### config.mk
export PLATFORM = sky130hd
export DESIGN_NAME = uart_rx_ring_buffer
export DESIGN_NICKNAME = d
export VERILOG_FILES = /design/src/sv/urrb_pkg.sv /design/src/sv/urrb_dp.sv /design/src/sv/urrb_ctrl.sv /design/src/sv/uart_rx_ring_buffer.sv
export SDC_FILE = /design/constraint.sdc
export NUM_CORES = 2
export LEC_CHECK = 0
export BUFFER_PORTS_ARGS = -buffer_cell sky130_fd_sc_hd__buf_4
export CAP_MARGIN = 20
export CELL_PAD_IN_SITES_DETAIL_PLACEMENT = 1
export CELL_PAD_IN_SITES_GLOBAL_PLACEMENT = 1
export CORE_ASPECT_RATIO = 1.4
export CORE_MARGIN = 2
export CORE_UTILIZATION = 50
export DETAILED_ROUTE_END_ITERATION = 7
export PLACE_DENSITY = 0.84
export SYNTH_ARGS = -nofsm -noshare
export SYNTH_HDL_FRONTEND = slang
export SYNTH_SLANG_ARGS = --single-unit
### constraint.sdc
create_clock -name clk -period 3.9 [get_ports clk]
set_input_delay 0.78 -clock clk [delete_from_list [all_inputs] [get_ports clk]]
set_output_delay 0.78 -clock clk [all_outputs]
set_load 0.01 [all_outputs]
### src/sv/urrb_pkg.sv
// Shared types and defaults for the serial receive ring buffer.
// Used by urrb_ctrl, urrb_dp and uart_rx_ring_buffer; no dependencies.
package urrb_pkg;

  localparam int DEPTH_DEF      = 256;
  localparam int READ_BURST_DEF = 64;

  typedef enum logic [1:0] {
    MODE_RECV    = 2'd0,
    MODE_READ    = 2'd1,
    MODE_CONSUME = 2'd2,
    MODE_PURGE   = 2'd3
  } mode_t;

  typedef struct packed {
    logic latch;
    logic calc_fill;
    logic apply;
    logic calc_span;
    logic issue;
    logic load_byte;
    logic load_single;
  } dp_cmd_t;

  typedef struct packed {
    mode_t mode;
    logic  take_zero;
    logic  last_byte;
    logic  out_free;
  } dp_status_t;

endpackage

### src/sv/urrb_dp.sv
// Datapath of the receive ring buffer: word store, positions, error count,
// result register. Driven by urrb_ctrl commands; depends on urrb_pkg.
module urrb_dp #(
  parameter int DEPTH      = 256,
  parameter int READ_BURST = 64
) (
  input  logic                 clk,
  input  logic                 rst,
  input  logic                 cfg_write,
  input  logic                 cfg_data,
  input  logic [1:0]           mode,
  input  logic [7:0]           rx_byte,
  input  logic                 line_error,
  input  logic [7:0]           count,
  input  urrb_pkg::dp_cmd_t    cmd,
  output urrb_pkg::dp_status_t status,
  input  logic                 rsp_stall,
  output logic                 rsp_valid,
  output logic [7:0]           data_byte,
  output logic                 data_valid,
  output logic                 last,
  output logic [7:0]           span,
  output logic                 wakeup,
  output logic [31:0]          errors_seen
);
  import urrb_pkg::*;

  localparam int PTR_W  = $clog2(DEPTH);
  localparam int CW     = (PTR_W > 8) ? PTR_W : 8;
  localparam int SW     = CW + 1;
  localparam int TAKE_W = $clog2(READ_BURST + 1);

  logic [7:0]        ring [DEPTH];
  logic [7:0]        rd_data;

  logic              rx_enable;
  logic [PTR_W-1:0]  rp;
  logic [PTR_W-1:0]  wp;
  logic [PTR_W-1:0]  fill;
  logic [PTR_W-1:0]  rd_end;
  logic [TAKE_W-1:0] remaining;
  logic              take_zero;
  logic [31:0]       err_total;
  logic              wake;
  logic [7:0]        span_reg;

  mode_t             item_mode;
  logic [7:0]        item_byte;
  logic              item_err;
  logic [7:0]        item_count;

  logic [SW-1:0]     fill_full;
  logic [SW-1:0]     fill_ext;
  logic [SW-1:0]     cnt_ext;
  logic [SW-1:0]     drop_ext;
  logic [SW-1:0]     take_ext;
  logic [PTR_W-1:0]  rp_drop;
  logic [PTR_W-1:0]  rp_take;
  logic [PTR_W-1:0]  rp_fin;
  logic [PTR_W-1:0]  wp_inc;
  logic [SW-1:0]     span_full;
  logic              store_en;

  function automatic logic [PTR_W-1:0] wrap_sum(input logic [SW-1:0] s);
    logic [SW-1:0] r;
    r = (s >= SW'(DEPTH)) ? (s - SW'(DEPTH)) : s;
    return r[PTR_W-1:0];
  endfunction

  assign fill_full = (wp >= rp) ? (SW'(wp) - SW'(rp)) : (SW'(wp) + SW'(DEPTH) - SW'(rp));
  assign fill_ext  = SW'(fill);
  assign cnt_ext   = SW'(item_count);
  assign drop_ext  = (cnt_ext > fill_ext) ? fill_ext : cnt_ext;
  assign take_ext  = (drop_ext > SW'(READ_BURST)) ? SW'(READ_BURST) : drop_ext;
  assign rp_drop   = wrap_sum(SW'(rp) + drop_ext);
  assign rp_take   = wrap_sum(SW'(rp) + take_ext);
  assign wp_inc    = (wp == PTR_W'(DEPTH - 1)) ? '0 : (wp + 1'b1);
  assign store_en  = cmd.apply && (item_mode == MODE_RECV) && rx_enable && !item_err
                     && (fill != PTR_W'(DEPTH - 1));

  assign rp_fin = (item_mode == MODE_READ) ? rd_end : rp;

  always_comb begin
    if (rp_fin == wp) begin
      span_full = '0;
    end else if (rp_fin > wp) begin
      span_full = SW'(DEPTH) - SW'(rp_fin);
    end else begin
      span_full = SW'(wp) - SW'(rp_fin);
    end
  end

  assign status.mode      = item_mode;
  assign status.take_zero = take_zero;
  assign status.last_byte = (remaining == '0);
  assign status.out_free  = !rsp_valid || !rsp_stall;

  always_ff @(posedge clk) begin
    if (store_en) begin
      ring[wp] <= item_byte;
    end
    if (cmd.issue) begin
      rd_data <= ring[rp];
    end
  end

  always_ff @(posedge clk) begin
    if (cmd.latch) begin
      item_mode  <= mode_t'(mode);
      item_byte  <= rx_byte;
      item_err   <= line_error;
      item_count <= count;
    end
    if (cmd.calc_fill) begin
      fill <= fill_full[PTR_W-1:0];
    end
    if (cmd.calc_span) begin
      span_reg <= (span_full > SW'(255)) ? 8'hFF : span_full[7:0];
    end
    if (cmd.apply) begin
      wake   <= store_en && (fill == '0);
      rd_end <= rp_take;
    end
  end

  always_ff @(posedge clk) begin
    if (rst) begin
      rx_enable <= 1'b0;
      rp        <= '0;
      wp        <= '0;
      err_total <= '0;
      remaining <= '0;
      take_zero <= 1'b0;
    end else begin
      if (cfg_write) begin
        rx_enable <= cfg_data;
      end
      if (cmd.apply) begin
        take_zero <= (take_ext == '0);
        remaining <= take_ext[TAKE_W-1:0];
        case (item_mode)
          MODE_RECV: begin
            if (rx_enable && item_err) begin
              err_total <= err_total + 32'd1;
            end
            if (store_en) begin
              wp <= wp_inc;
            end
          end
          MODE_CONSUME: begin
            rp <= rp_drop;
          end
          MODE_PURGE: begin
            rp <= '0;
            wp <= '0;
          end
          default: begin
          end
        endcase
      end
      if (cmd.issue) begin
        rp        <= (rp == PTR_W'(DEPTH - 1)) ? '0 : (rp + 1'b1);
        remaining <= remaining - 1'b1;
      end
    end
  end

  always_ff @(posedge clk) begin
    if (rst) begin
      rsp_valid <= 1'b0;
    end else if (cmd.load_byte || cmd.load_single) begin
      rsp_valid <= 1'b1;
    end else if (!rsp_stall) begin
      rsp_valid <= 1'b0;
    end
  end

  always_ff @(posedge clk) begin
    if (cmd.load_byte || cmd.load_single) begin
      data_byte   <= cmd.load_byte ? rd_data : 8'd0;
      data_valid  <= cmd.load_byte;
      last        <= cmd.load_byte ? status.last_byte : 1'b1;
      span        <= span_reg;
      wakeup      <= cmd.load_single && wake;
      errors_seen <= err_total;
    end
  end

endmodule

### src/sv/urrb_ctrl.sv
// Controller of the receive ring buffer: sequences decode, update, span
// and the read burst. Drives urrb_dp through dp_cmd_t; depends on urrb_pkg.
module urrb_ctrl (
  input  logic                 clk,
  input  logic                 rst,
  input  logic                 req_valid,
  output logic                 req_stall,
  input  urrb_pkg::dp_status_t status,
  output urrb_pkg::dp_cmd_t    cmd
);
  import urrb_pkg::*;

  typedef enum logic [2:0] {
    ST_IDLE,
    ST_DECODE,
    ST_APPLY,
    ST_SPAN,
    ST_RESULT,
    ST_ISSUE,
    ST_READ
  } state_t;

  state_t state;
  state_t state_next;

  assign req_stall = (state != ST_IDLE);

  always_comb begin
    cmd        = '0;
    state_next = state;
    case (state)
      ST_IDLE: begin
        cmd.latch = req_valid;
        if (req_valid) begin
          state_next = ST_DECODE;
        end
      end
      ST_DECODE: begin
        cmd.calc_fill = 1'b1;
        state_next    = ST_APPLY;
      end
      ST_APPLY: begin
        cmd.apply  = 1'b1;
        state_next = ST_SPAN;
      end
      ST_SPAN: begin
        cmd.calc_span = 1'b1;
        if ((status.mode == MODE_READ) && !status.take_zero) begin
          state_next = ST_ISSUE;
        end else begin
          state_next = ST_RESULT;
        end
      end
      ST_RESULT: begin
        if (status.out_free) begin
          cmd.load_single = 1'b1;
          state_next      = ST_IDLE;
        end
      end
      ST_ISSUE: begin
        cmd.issue  = 1'b1;
        state_next = ST_READ;
      end
      ST_READ: begin
        if (status.out_free) begin
          cmd.load_byte = 1'b1;
          if (status.last_byte) begin
            state_next = ST_IDLE;
          end else begin
            cmd.issue = 1'b1;
          end
        end
      end
      default: begin
        state_next = ST_IDLE;
      end
    endcase
  end

  always_ff @(posedge clk) begin
    if (rst) begin
      state <= ST_IDLE;
    end else begin
      state <= state_next;
    end
  end

endmodule

### src/sv/uart_rx_ring_buffer.sv
// Top level of the serial receive ring buffer.
// Joins urrb_ctrl and urrb_dp; depends on urrb_pkg.
//
// Request channel (req_valid/req_stall) takes one word: mode, rx_byte,
// line_error, count. Response channel (rsp_valid/rsp_stall) returns one word
// for modes 0, 2 and 3 and for an empty read, or one word per byte read in
// mode 1, the final one marked by last. cfg_write/cfg_data set rx_enable.
// One request is worked at a time. Each request passes the decode, apply,
// span and result states (a read with bytes: span, issue and read states)
// before the next accept; the read bytes leave one per cycle while the
// response is not stalled, paced by the single read port of the store.
// A stalled response holds in the output register; the block waits for it
// to drain before loading the next word. Reset empties the ring, clears the
// error count and disables reception; store contents are not cleared.
module uart_rx_ring_buffer #(
  parameter int DEPTH      = urrb_pkg::DEPTH_DEF,
  parameter int READ_BURST = urrb_pkg::READ_BURST_DEF
) (
  input  logic        clk,
  input  logic        rst,
  input  logic        cfg_write,
  input  logic        cfg_data,
  input  logic        req_valid,
  output logic        req_stall,
  input  logic [1:0]  mode,
  input  logic [7:0]  rx_byte,
  input  logic        line_error,
  input  logic [7:0]  count,
  output logic        rsp_valid,
  input  logic        rsp_stall,
  output logic [7:0]  data_byte,
  output logic        data_valid,
  output logic        last,
  output logic [7:0]  span,
  output logic        wakeup,
  output logic [31:0] errors_seen
);
  import urrb_pkg::*;

  dp_cmd_t    cmd;
  dp_status_t status;

  urrb_ctrl u_ctrl (
    .clk       (clk),
    .rst       (rst),
    .req_valid (req_valid),
    .req_stall (req_stall),
    .status    (status),
    .cmd       (cmd)
  );

  urrb_dp #(
    .DEPTH      (DEPTH),
    .READ_BURST (READ_BURST)
  ) u_dp (
    .clk         (clk),
    .rst         (rst),
    .cfg_write   (cfg_write),
    .cfg_data    (cfg_data),
    .mode        (mode),
    .rx_byte     (rx_byte),
    .line_error  (line_error),
    .count       (count),
    .cmd         (cmd),
    .status      (status),
    .rsp_stall   (rsp_stall),
    .rsp_valid   (rsp_valid),
    .data_byte   (data_byte),
    .data_valid  (data_valid),
    .last        (last),
    .span        (span),
    .wakeup      (wakeup),
    .errors_seen (errors_seen)
  );

endmodule

==> metrics.md <==
| Metric | Value |
|---|---|
| Endpoints failing hold | 0 |
| Largest family of logic cells by synthesized area | multiplexers |
| Vias per cell | roughly 7.2 |
| Hold buffers post-CTS | 0 |
| Compound-Gate Fraction of Synth Area | 0.0413 |
| Maximum clock rate | approximately 250 MHz |
| Hold_sp | rx_byte[5] |
| Post-synthesis mux area share | 0.138 |
| Via count | 51300 |
| Worst Clk Skew | 70.5 ps |
| Register area share after synthesis | 0.760 |
| Root Buffer | clkbuf_16 |
| Largest register FFs | between 2000 and 2500 |
| Worst-Skew Late Latency | ~880 ps |
| YS warnings | 0 |
| Post-route insts no fill | 7154 |
| H-tree Lvls | 4 |
| Largest net degree at the start of global routing | about 170 |
| Leakage | about 31 nW |
| Row count | 180 |
| Worst path depth | 9 |
| Mapped Cells | 4324 |
| Fin worst setup slack | -81.4 ps |
| Crit end category | register |
| Critical path, cell by cell | buf_12 -> buf_12 -> mux4_2 -> a22oi_1 -> a21oi_1 -> nor2_1 -> o221ai_1 -> a22oi_1 -> o211ai_1 |
| Routed wire per std cell | roughly 40 um |
| XOR/XNOR Fraction of Synth Area | 0.00485 |
| Chip Width | 356 um |
| Global Route Usage Sum | 0.303 |
| Most frequent cells in the layout | 2151 x edfxtp_1, 515 x mux4_2, 382 x buf_4 |
| Max Cap Viol | 0 |
| Kind of critical path | register to register |
| Pwr dens | between 500 and 600 nW/um^2 |
| Area of the core | around 170000 sq um |
| Placed Area | 92200 sq um |
| Final RePlAce weighted congestion | ~0.9 |
| Io pins | between 70 and 80 |
| Multi-input gate area | a little under 20000 sq um |
| Top_reg_cell synth | edfxtp_1 |
| Startpoint Class | register |
| Worst Path Buf+Inv | 2 |
| CP peak stage delay | approximately 650 ps |
| Crit-path max FO | 27 |
| Worst Max-Slew Pin Slew | about 1300 ps |
| Setup violators final | 14 |
| Post-synth cell types | 72 |
| Layout cells sized above 1 | 0.262 |
| CTS sink count | approximately 2200 |
| Hold Crit Endpoint | u_dp.item_byte[5] |
| Worst path slowest cell | mux4_2 |
| Post-synth ARST share | 0 |
| Utilization after layout | 0.575 |
| Detailed Place HPWL | about 150000 um |
| Worst vdd ir | roughly 600 uV |
| Synth Area in Simple Gates | 0.0344 |
| Fill cells | roughly 15000 |
| Cell family with most CP delay | compound AO/OA/AOI/OAI gates |
| Area grow syn2layout | 14.1% |
| Post-synth EDFFs | 2151 |
| Post-Syn Area per Cell | about 20 sq um |
| Residual DRC | 12 |
| Final Max Slew Viols | 0 |
| Overflow after GRT | 0 |
| Die height | around 500 um |
| Failing checks | design-rule violations, negative setup slack |
| Starting Density | 0.504 |
| Status | finished with violations |
| CTS Buf Count | 190 |
| Final nets | roughly 4800 |
| Max_slew headroom | 0.120 |
| Most common cell after layout, fill and taps aside | edfxtp_1 |
| Vias in the first global route | approximately 51000 |
| Syn_nets | 4399 |
| Global-route wire length before repair | about 380000 um |
| Seq cells post-synth | around 2200 |
| Crit path required time | 4480 ps |
| FF/Latch Area | 65800 sq um |
| FF-to-FF setup slack | -80 ps |
| PnR Total Power | between 40 and 50 mW |
| Die area | around 180000 sq um |
| Initial DRT Pass Iterations | 7 |
| Placed insts | 6770 |
| Final Cell Area | 98800 sq um |
| Port Buffers | 77 |
| TNS Setup | -339 ps |
| Hold Crit Class | input port to register |
| Final antenna-violating net count | 0 |
| Reg with most FFs | u_dp.ring |
| Initial drt markers | roughly 9000 |
| Crit path DAT | around 4600 ps |
| Wirelength, routed | roughly 290000 um |
| CTS clk-pin slew, worst paths | approximately 80 ps |
| R2R Path End | u_dp.rd_data[7] |
| Post-synthesis adder-cell area fraction | 0.00757 |
| Worst-case clock buffer depth | 3 |
| R2r worst-path depth | 9 |
| Biggest regs | u_dp.ring: 2048 flops, u_dp.err_total: 32 flops, u_dp.errors_seen: 32 flops |
| CTS tree | built |
| Tmin final | between 3000 and 4000 ps |
| Reg2Reg Launch Point | u_dp.rp[0] |
| Antenna violations before repair | 23 |
| Crit share post-route | 1.02 |
| Synthesized cell area | ~87000 sq um |
| Min-Delay Path Depth | 1 |
==> through the flow <==
| stage | setup WS, ps | hold WS (ps) |
|---|---|---|
| floorplan | -146 | 400 |
| global placement | -635 | 455 |
| detailed placement | -45.7 | 440 |
| CTS | 3.34 | 55.8 |
| global route | -110 | 64.7 |
| finish | -81.4 | 87.1 |
==> routing by layer <==
layer,track usage,vias to the layer above,part of all wire
met5,0,-,0.00073
met4,0.205,24,0.087
met2,0.487,5241,0.47
met3,0.0737,1420,0.12
li1,-,18700,-
met1,0.366,26000,0.31
==> layout make-up <==
type	instances	share of cell area
antenna	15	0.000380
clock buffer	230	0.0506
timing repair buffer	431	0.0393
sequential	2212	0.666
multi-input combinational	1815	0.200
inverter	53	0.00201
tap	2275	0.0288
clock inverter	123	0.0123
==> logic make-up after synthesis <==
| group | Yosys count |
|---|---|
| muxes | 549 |
| AOI/OAI and AO/OA | 509 |
| DFF | 2212 |
| and+or+nand+nor | 659 |
| xor gates and xnor gates | 48 |
| adders and majority gates | 50 |
| buffers and inverters | 297 |
==> synthesized netlist by cell type, drive strengths merged, types with 8 or more instances <==
cell    count  share of area
a21o       10        0.00087
a21oi      98         0.0057
a221oi     69         0.0070
a22o       67         0.0068
a22oi      88         0.0076
a31oi      12        0.00087
and2       19         0.0014
and3       10        0.00072
buf       102         0.0055
clkbuf    142         0.0062
dfxtp      61          0.014
edfxtp   2151           0.75
ha         46         0.0066
inv        50         0.0022
mux2i      32         0.0037
mux4      515           0.13
nand2      89         0.0039
nand3      45         0.0026
nand4      29         0.0021
nor2      360          0.016
nor2b      25         0.0018
nor3       28         0.0017
o21a        8        0.00069
o21ai      72         0.0042
o221ai     15         0.0015
o22ai      29         0.0021
or3        19         0.0014
xnor2      28         0.0028
xor2       20         0.0020
==> worst max-delay path by stage <==
stage                             endpoint  slack (ps)              start
after floorplan            u_dp.ring[0][0]        -150  u_dp.item_byte[0]
after global placement    u_dp.ring[53][2]        -630  u_dp.item_mode[1]
after detailed placement  u_dp.span_reg[1]         -50  u_dp.item_mode[1]
after CTS                   u_dp.rd_end[7]           3       u_dp.fill[7]
after global routing            u_dp.rp[7]        -110       u_dp.fill[4]
final                      u_dp.rd_data[7]         -80         u_dp.rp[0]
==> where the power goes <==
part	total (mW)	internal (mW)	switching, mW
Sequential	26.4	26.3	0.0946
Combinational	3.27	1.11	2.16
Clock	19.9	10.5	9.45
Total	49.6	37.9	11.7
==> repair_timing <==
| action | CTS | global route |
|---|---|---|
| pin swaps | 0 | 7 |
| setup endpoints to repair | 79 | 24 |
| gates resized for setup | 7 | 29 |
| buffers inserted | 0 | 9 |
No activity file was read; power rests on OpenSTA's default activity.
